**src/path_progress_tracker_assert.svh**
```systemverilog
// ----------------------------------------------------------------------------
// Path progress tracker assertion macros
// Property shorthands shared by the tracker modules; empty under synthesis.
// ----------------------------------------------------------------------------
`ifndef PATH_PROGRESS_TRACKER_ASSERT_SVH
`define PATH_PROGRESS_TRACKER_ASSERT_SVH
`ifndef SYNTHESIS
// same-cycle implication, checked out of reset
`define PPT_ASSERT_SAME(lbl, ante, cons, msg) \
	lbl: assert property (@(posedge clk) disable iff (!arst_n) (ante) |-> (cons)) \
		else $error(msg);
// next-cycle implication, checked out of reset
`define PPT_ASSERT_NEXT(lbl, ante, cons, msg) \
	lbl: assert property (@(posedge clk) disable iff (!arst_n) (ante) |=> (cons)) \
		else $error(msg);
`else
`define PPT_ASSERT_SAME(lbl, ante, cons, msg)
`define PPT_ASSERT_NEXT(lbl, ante, cons, msg)
`endif
`endif

```
**src/ppt_pkg.sv**
```systemverilog
// ----------------------------------------------------------------------------
// ppt_pkg
// Types, codes and helpers shared by the path progress tracker modules.
// ----------------------------------------------------------------------------
package ppt_pkg;

	localparam int COORD_W = 20;
	localparam int OPND_W  = 22;
	localparam int ACC_W   = 46;

	typedef logic signed [COORD_W-1:0] coord_t;
	typedef logic signed [OPND_W-1:0]  opnd_t;
	typedef opnd_t [2:0]               opnd3_t;
	typedef logic signed [ACC_W-1:0]   acc_t;

	typedef struct packed {
		coord_t x;
		coord_t y;
		coord_t z;
	} point_t;

	// request opcodes
	localparam logic [1:0] OP_LOAD    = 2'd0;
	localparam logic [1:0] OP_PROJECT = 2'd1;
	localparam logic [1:0] OP_AHEAD   = 2'd2;
	localparam logic [1:0] OP_NEAREST = 2'd3;

	// configuration register indexes
	localparam logic [1:0] REG_POINT_COUNT = 2'd0;
	localparam logic [1:0] REG_REACQUIRE   = 2'd1;
	localparam logic [1:0] REG_SEARCH_LIM  = 2'd2;

	function automatic opnd_t sdiff(coord_t a, coord_t b);
		return OPND_W'(a) - OPND_W'(b);
	endfunction

	// component-wise difference a - b
	function automatic opnd3_t diff3(point_t a, point_t b);
		opnd3_t r;
		r[0] = sdiff(a.x, b.x);
		r[1] = sdiff(a.y, b.y);
		r[2] = sdiff(a.z, b.z);
		return r;
	endfunction

	// single operand, other lanes zero
	function automatic opnd3_t scal3(opnd_t v);
		opnd3_t r;
		r[0] = v;
		r[1] = '0;
		r[2] = '0;
		return r;
	endfunction

endpackage

```
**src/ppt_dot.sv**
```systemverilog
// ----------------------------------------------------------------------------
// ppt_dot
// Shared dot-product unit: one multiplier used over three steps.
// ----------------------------------------------------------------------------
`include "path_progress_tracker_assert.svh"

module ppt_dot import ppt_pkg::*; (
	input  logic   clk,
	input  logic   arst_n,
	input  logic   go,
	input  opnd3_t op_a,
	input  opnd3_t op_b,
	output logic   done,
	output acc_t   acc
);

	logic [1:0]                     step_q;
	logic                           run_q;
	logic                           done_q;
	logic signed [2*OPND_W-1:0]     prod_q;
	acc_t                           acc_q;

	// sequence control
	always_ff @(posedge clk or negedge arst_n) begin
		if (!arst_n) begin
			step_q <= '0;
			run_q  <= 1'b0;
			done_q <= 1'b0;
		end else begin
			done_q <= 1'b0;
			if (go) begin
				step_q <= '0;
				run_q  <= 1'b1;
			end else if (run_q) begin
				step_q <= step_q + 2'd1;
				if (step_q == 2'd3) begin
					run_q  <= 1'b0;
					done_q <= 1'b1;
				end
			end
		end
	end

	// multiply one lane, accumulate the previous product
	always_ff @(posedge clk) begin
		if (go) begin
			acc_q <= '0;
		end else if (run_q) begin
			if (step_q != 2'd3) begin
				prod_q <= op_a[step_q] * op_b[step_q];
			end
			if (step_q != 2'd0) begin
				acc_q <= acc_q + ACC_W'(prod_q);
			end
		end
	end

	assign done = done_q;
	assign acc  = acc_q;

	`PPT_ASSERT_NEXT(a_go_runs, go, run_q, "dot unit did not start")
	`PPT_ASSERT_SAME(a_done_idle, done_q, !run_q, "dot unit done while running")
	`PPT_ASSERT_SAME(a_go_quiet, go, !run_q, "dot unit restarted while running")

endmodule

```
**config.mk**
```make
export PLATFORM = sky130hd
export DESIGN_NAME = ppt_dot
export DESIGN_NICKNAME = d
export VERILOG_FILES = /design/src/ppt_pkg.sv /design/src/ppt_dot.sv
export VERILOG_INCLUDE_DIRS = /design/src /design/src/src
export SDC_FILE = /design/constraint.sdc
export NUM_CORES = 2
export LEC_CHECK = 0
export BUFFER_PORTS_ARGS = -buffer_cell sky130_fd_sc_hd__buf_4
export CAP_MARGIN = 40
export CORE_AREA = 5 5 216 218
export CTS_BUF_LIST = sky130_fd_sc_hd__clkbuf_4
export DETAILED_ROUTE_END_ITERATION = 8
export DIE_AREA = 0 0 221 223
export MAX_ROUTING_LAYER = met4
export PLACE_DENSITY_LB_ADDON = 0.08
export REMOVE_ABC_BUFFERS = 1
export SLEW_MARGIN = 20
export SYNTH_ARGS = -nofsm -noshare
export SYNTH_HDL_FRONTEND = slang
export SYNTH_SLANG_ARGS = --single-unit
```
**constraint.sdc**
```tcl
create_clock -name clk -period 13.8 [get_ports clk]
set_input_delay 0.69 -clock clk [delete_from_list [all_inputs] [get_ports clk]]
set_output_delay 0.69 -clock clk [all_outputs]
set_load 0.005 [all_outputs]
```
# Yosys cells after proc, flatten, opt, wreduce, memory -nomap -nowiden
# Cells that the tools add are included.
word_totals:
  latch_bits: 0
  elab_cells: 28
  romBits: 0
  out_inout_bits: 47
  input_bits: 135
  mem_bits_rw: 0
  memories: 0
  ff_bits: 94
classes:
  magnitude_cmp: 1
  n_eq_ne: 2
  div_mod_pow: 0
  mux: 12
  bitwise: 1
  mul: 1
  reduce_logical: 4
  shift: 0
  addsub: 2
op_table:
  columns: ["op", "count"]
  rows:
  - ["22-bit binary-select mux with 2-bit select", 2]
  - ["46-bit by 44-bit adder with 46-bit output", 1]
  - ["22-bit by 22-bit multiplier with 44-bit output", 1]
  - ["22-bit 2-to-1 mux", 2]
  - ["1-bit 2-to-1 mux", 6]
  - ["2-bit 2-to-1 mux", 2]
  - ["2-bit nonzero test", 2]
  - ["2-bit by 3-bit less-than comparator with 1-bit output (second input constant)", 1]
  - ["3-bit AND reduction", 1]
  - ["2-bit by 1-bit adder with 2-bit output (second input constant)", 1]
  - ["2-bit == test (second input constant)", 1]
  - ["2-bit != test (second input constant)", 1]
  - ["2-bit AND reduction", 1]
  - ["1-bit inverter", 1]

# Depth between registers and ports, before layout
logic_depth:
  depth_word: 4
  mapped_depth: 33
  depth_no_buf: 29

# Worst setup path before layout
# OpenSTA, ideal clock, no wires.
synth_path:
  kind: "reg-to-reg"
  startpoint: "register step_q[0]"
  endpoint: "register prod_q[43] (data pin)"
  period_less_slack_ps: 8107
  path_buffers: 3
  setup_ps: 271
  arrival_time_ps: 7836
  path_slack_ps: 5693
  stages_incl_launch_ff: 30
  t_required_ps: 13529
  path_cell_list: "dfrtp_1 -> buf_2 -> buf_1 -> mux2i_1 -> nor2_1 -> a21oi_1 -> clkbuf_1 -> nor2_1 -> fa_1 -> fa_1 -> inv_1 -> fa_1 -> fa_1 -> inv_1 -> fa_1 -> fa_1 -> inv_1 -> fa_1 -> inv_1 -> ha_1 -> a21oi_2 -> inv_1 -> o31a_1 -> a311oi_4 -> a21o_2 -> a41oi_4 -> o41ai_4 -> o21bai_1 -> nor4_1 -> a311oi_1"
synth_between:
  elab_chain_len: 3
  elab_cells_between_ends: 5
  cone_classes: "mul: 1; mux: 4"
synth_lines:
  columns: ["item", "line_no", "source"]
  rows:
  - ["start: declaration", "ppt_dot.sv:17", "logic [1:0] step_q;"]
  - ["start signal: assignment", "ppt_dot.sv:35", "step_q <= step_q + 2'd1;"]
  - ["22-bit binary-select mux with 2-bit select", "ppt_dot.sv:50", "prod_q <= op_a[step_q] * op_b[step_q];"]
  - ["22-bit 2-to-1 mux (implied by the code)", "ppt_dot.sv:50", null]
  - ["22-bit by 22-bit multiplier with 44-bit output *", "ppt_dot.sv:50", null]
  - ["end signal: assignment", "ppt_dot.sv:50", null]
  - ["end: declaration", "ppt_dot.sv:20", "logic signed [2*OPND_W-1:0] prod_q;"]
# Every way passes the cells marked *; elsewhere a longest branch is shown, timed or not. The select of a mux whose other input is x is not followed.
# A chain may end at the register's enable or synchronous reset.

# Worst setup path after layout
layout_path:
  startpoint: "register step_q[1]"
  endpoint: "register prod_q[43] (data pin)"
# The elaborated chain is that of the path after synthesis.

==> impl_metrics.yaml <==
status:
  status: "finished, final reports clean"
routing:
  post_drt_wl_per_cell_um: 20.0
  drt_pass1_iterations: 5
  routed_via_density: 5.46
  drc: 0
  drtIter0Drc: 1514
  routed_wl_um: 69100
  routed-via-count: 18900
  antenna_nets_post_route: 0
logic_synthesis:
  predominant_post_synthesis_flop_cell: "dfxtp_1"
  syn-cell-area_um2: 24000
  synth_warnings: 0
  syn-instance-count: 2721
  synth_edf_count: 44
  postSynth.asyncResetShare_pct: 4.26
  syn-mean-instance-area_um2: 8.83
  yosys.cell_types.count: 74
  synth-seq-area-share_pct: 9.74
  ys_ff_latch: 94
setup_path:
  timing.critical_path.required_ps: 14040
  cpMaxStageDelayCell: "fa_1"
  end_kind: "register"
  cp_slowest_stage_delay_ps: 940
  worst-path-max-fanout: 81
  cp.arrival_ps: 9630
  worstSetupPathType: "reg -> reg"
  critical_path.startpoint_type: "register"
global_routing:
  largest_net_degree_at_the_start_of_global_routing: 84
  grt_overflow: 0
  grt_use_total_pct: 29.2
  grt_first_pass_wirelength_um: 111000
  grt_antenna_before_repair: 1
  grt_pass1_vias: 19900
die:
  core-area_um2: 44700
  dieArea_um2: 49300
  std_cell_rows: 78
  initial_utilization_pct: 53.8
  io_pins: 182
  overall_die_height_um: 223
  die_w_um: 221
placed_design:
  numPortBuffers: 181
  place_inst: 3433
  place_hpwl_um: 57600
  place_congestion: 0.966
layout:
  num-nets-final: 3671
  postLayoutCoreUtil_pct: 59.0
  mostFrequentLayoutCell: "inv_1"
  drive_gt1_share_pct: 9.70
  final_cells: 3458
  most-common-layout-cells: "543 x inv_1, 502 x fa_1, 364 x nand2_1"
  syn2layout_area_growth_pct: 9.69
clock_tree:
  post_cts.repair.setup_buffers: 0
  clkLatencyLatePin_ps: 510
  numCtsBuffers: 9
  cts-root-buf: "clkbuf_4"
  htreeDepth: 3
  tritoncts: "built"
  cts_resizes: 0
  clk_pin_slew_ps: 150
  ctsLongestPathBuffers: 2
  tritoncts_num_sinks: 94
run:
  drv_cap: 0
sta:
  final_report_setup_violation_count: 0
  max-slew-margin-rel_pct: 38.1
  rsz0062_at_grt: "no"
  tightestPinTransition_ps: 929
  layout_worst_path_cycle_share_pct: 68.1
  report.final.hold_viol_count: 0
  fin_crit_ps: 9400
  setup_tns_ps: 0
  report.final.slew_viol_count: 0
  max_freq_mhz: 106
  timing.clock.skew_ps: 24.4
worst_hold_path:
  worstHoldPathType: "reg -> reg"
cells by family after synthesis:
logic type,share of synthesized area (%)
AND/OR/NAND/NOR,13.3
XOR/XNOR,2.88
multiplexers,1.92
buffers and inverters,10.2
AO/OA/AOI/OAI,10.7
flip-flops,9.74
adder cells (fa/ha/maj),51.3
critical path, delay by kind of cell, from the launching register on:
kind / cells / cell delay [ps]
AOI/OAI and AO/OA: 7 / 1600
DFF: 1 / 380
buffers and inverters: 10 / 1980
and+or+nand+nor: 5 / 800
adders and majority gates: 8 / 4300
registers in the layout (all words and copies together), names as in the netlist:
signal  count
done        1
step_q      2
run_q       1
prod_q     44
acc        46
area by class of cell:
class / instances / area, µm²
multi-input cells: 1974 / 19300
fillers: 4069 / 18300
flip-flops and latches: 94 / 2340
inverters: 543 / 2040
repair buffers: 230 / 1790
well taps: 600 / 751
clock inverters: 7 / 97.6
clock buffers: 9 / 67.6
diodes: 1 / 2.50
cell usage after synthesis, types with 3 or more instances:
| master | n | area [µm²] |
|---|---|---|
| or2_2 | 3 | 18.8 |
| o21ai_0 | 51 | 255 |
| o31ai_1 | 4 | 30.0 |
| nor3_1 | 12 | 60.1 |
| and2_1 | 12 | 75.1 |
| a31oi_1 | 8 | 50.1 |
| nand3_1 | 16 | 80.1 |
| nand2_1 | 364 | 1370 |
| o21ai_1 | 4 | 20.0 |
| o21a_1 | 7 | 52.6 |
| nand4_1 | 17 | 106 |
| a22o_1 | 3 | 26.3 |
| mux2i_1 | 46 | 460 |
| a21o_1 | 96 | 721 |
| nand2b_1 | 12 | 75.1 |
| and3_1 | 8 | 50.1 |
| or3_1 | 4 | 25.0 |
| nor3b_1 | 3 | 22.5 |
| nor2_1 | 309 | 1160 |
| buf_2 | 4 | 20.0 |
| o21bai_1 | 9 | 67.6 |
| buf_1 | 12 | 45.0 |
| xnor2_1 | 52 | 455 |
| a211oi_1 | 20 | 150 |
| inv_1 | 543 | 2040 |
| xor2_1 | 27 | 236 |
| nand3b_1 | 6 | 45.0 |
| edfxtp_1 | 44 | 1320 |
| clkbuf_1 | 94 | 353 |
| fa_1 | 502 | 10000 |
| a21oi_1 | 135 | 676 |
| a211o_1 | 4 | 35.0 |
| nor2b_1 | 5 | 31.3 |
| dfxtp_1 | 46 | 921 |
| ha_1 | 182 | 2280 |
| a311oi_1 | 5 | 43.8 |
| o211ai_1 | 4 | 30.0 |
| dfrtp_1 | 4 | 100 |
| a211oi_2 | 3 | 37.5 |
through the flow:
step           hold WS, ps  setup slack, ps  instance area (µm²)
2_1_floorplan          394             2390                23600
3_3_place_gp           462             4410                26000
3_5_place_dp           470             4220                26100
4_1_cts                455             4170                26300
5_1_grt                469             3860                26400
6_report               485             4400                26400
timing repair:
action,in CTS,in global routing
setup endpoints to repair,0,0
endpoints found under the hold margin,4,0
hold buffers,1,0
path summary, 6_finish.rpt:
path / slack, ps / cells past startpoint / from / end
min: 480 / 2 / acc[14]$_SDFFE_PP0P_ / acc[14]$_SDFFE_PP0P_
max: 4400 / 30 / step_q[1]$_DFFE_PN0P_ / prod_q[43]$_DFFE_PP_
max reg2reg: 4400 / 30 / step_q[1]$_DFFE_PN0P_ / prod_q[43]$_DFFE_PP_
max in group asynchronous: 13180 / 2 / arst_n / step_q[1]$_DFFE_PN0P_
min in group asynchronous: 500 / 2 / arst_n / step_q[0]$_DFFE_PN0P_
min reg2reg: 480 / 2 / acc[14]$_SDFFE_PP0P_ / acc[14]$_SDFFE_PP0P_
per-layer routing:
layer / share of wire, % / GRT usage (%) / vias up
met3: 7.7 / 4.20 / 104
met1: 45 / 41.4 / 9353
met4: 2.1 / 6.60 / 0
met5: 0 / - / -
li1: - / - / 8682
met2: 45 / 45.2 / 750
Power is left out: the tool's default activity adds up to more than one toggle a clock period on the data nets, which glitch-free logic cannot reach.
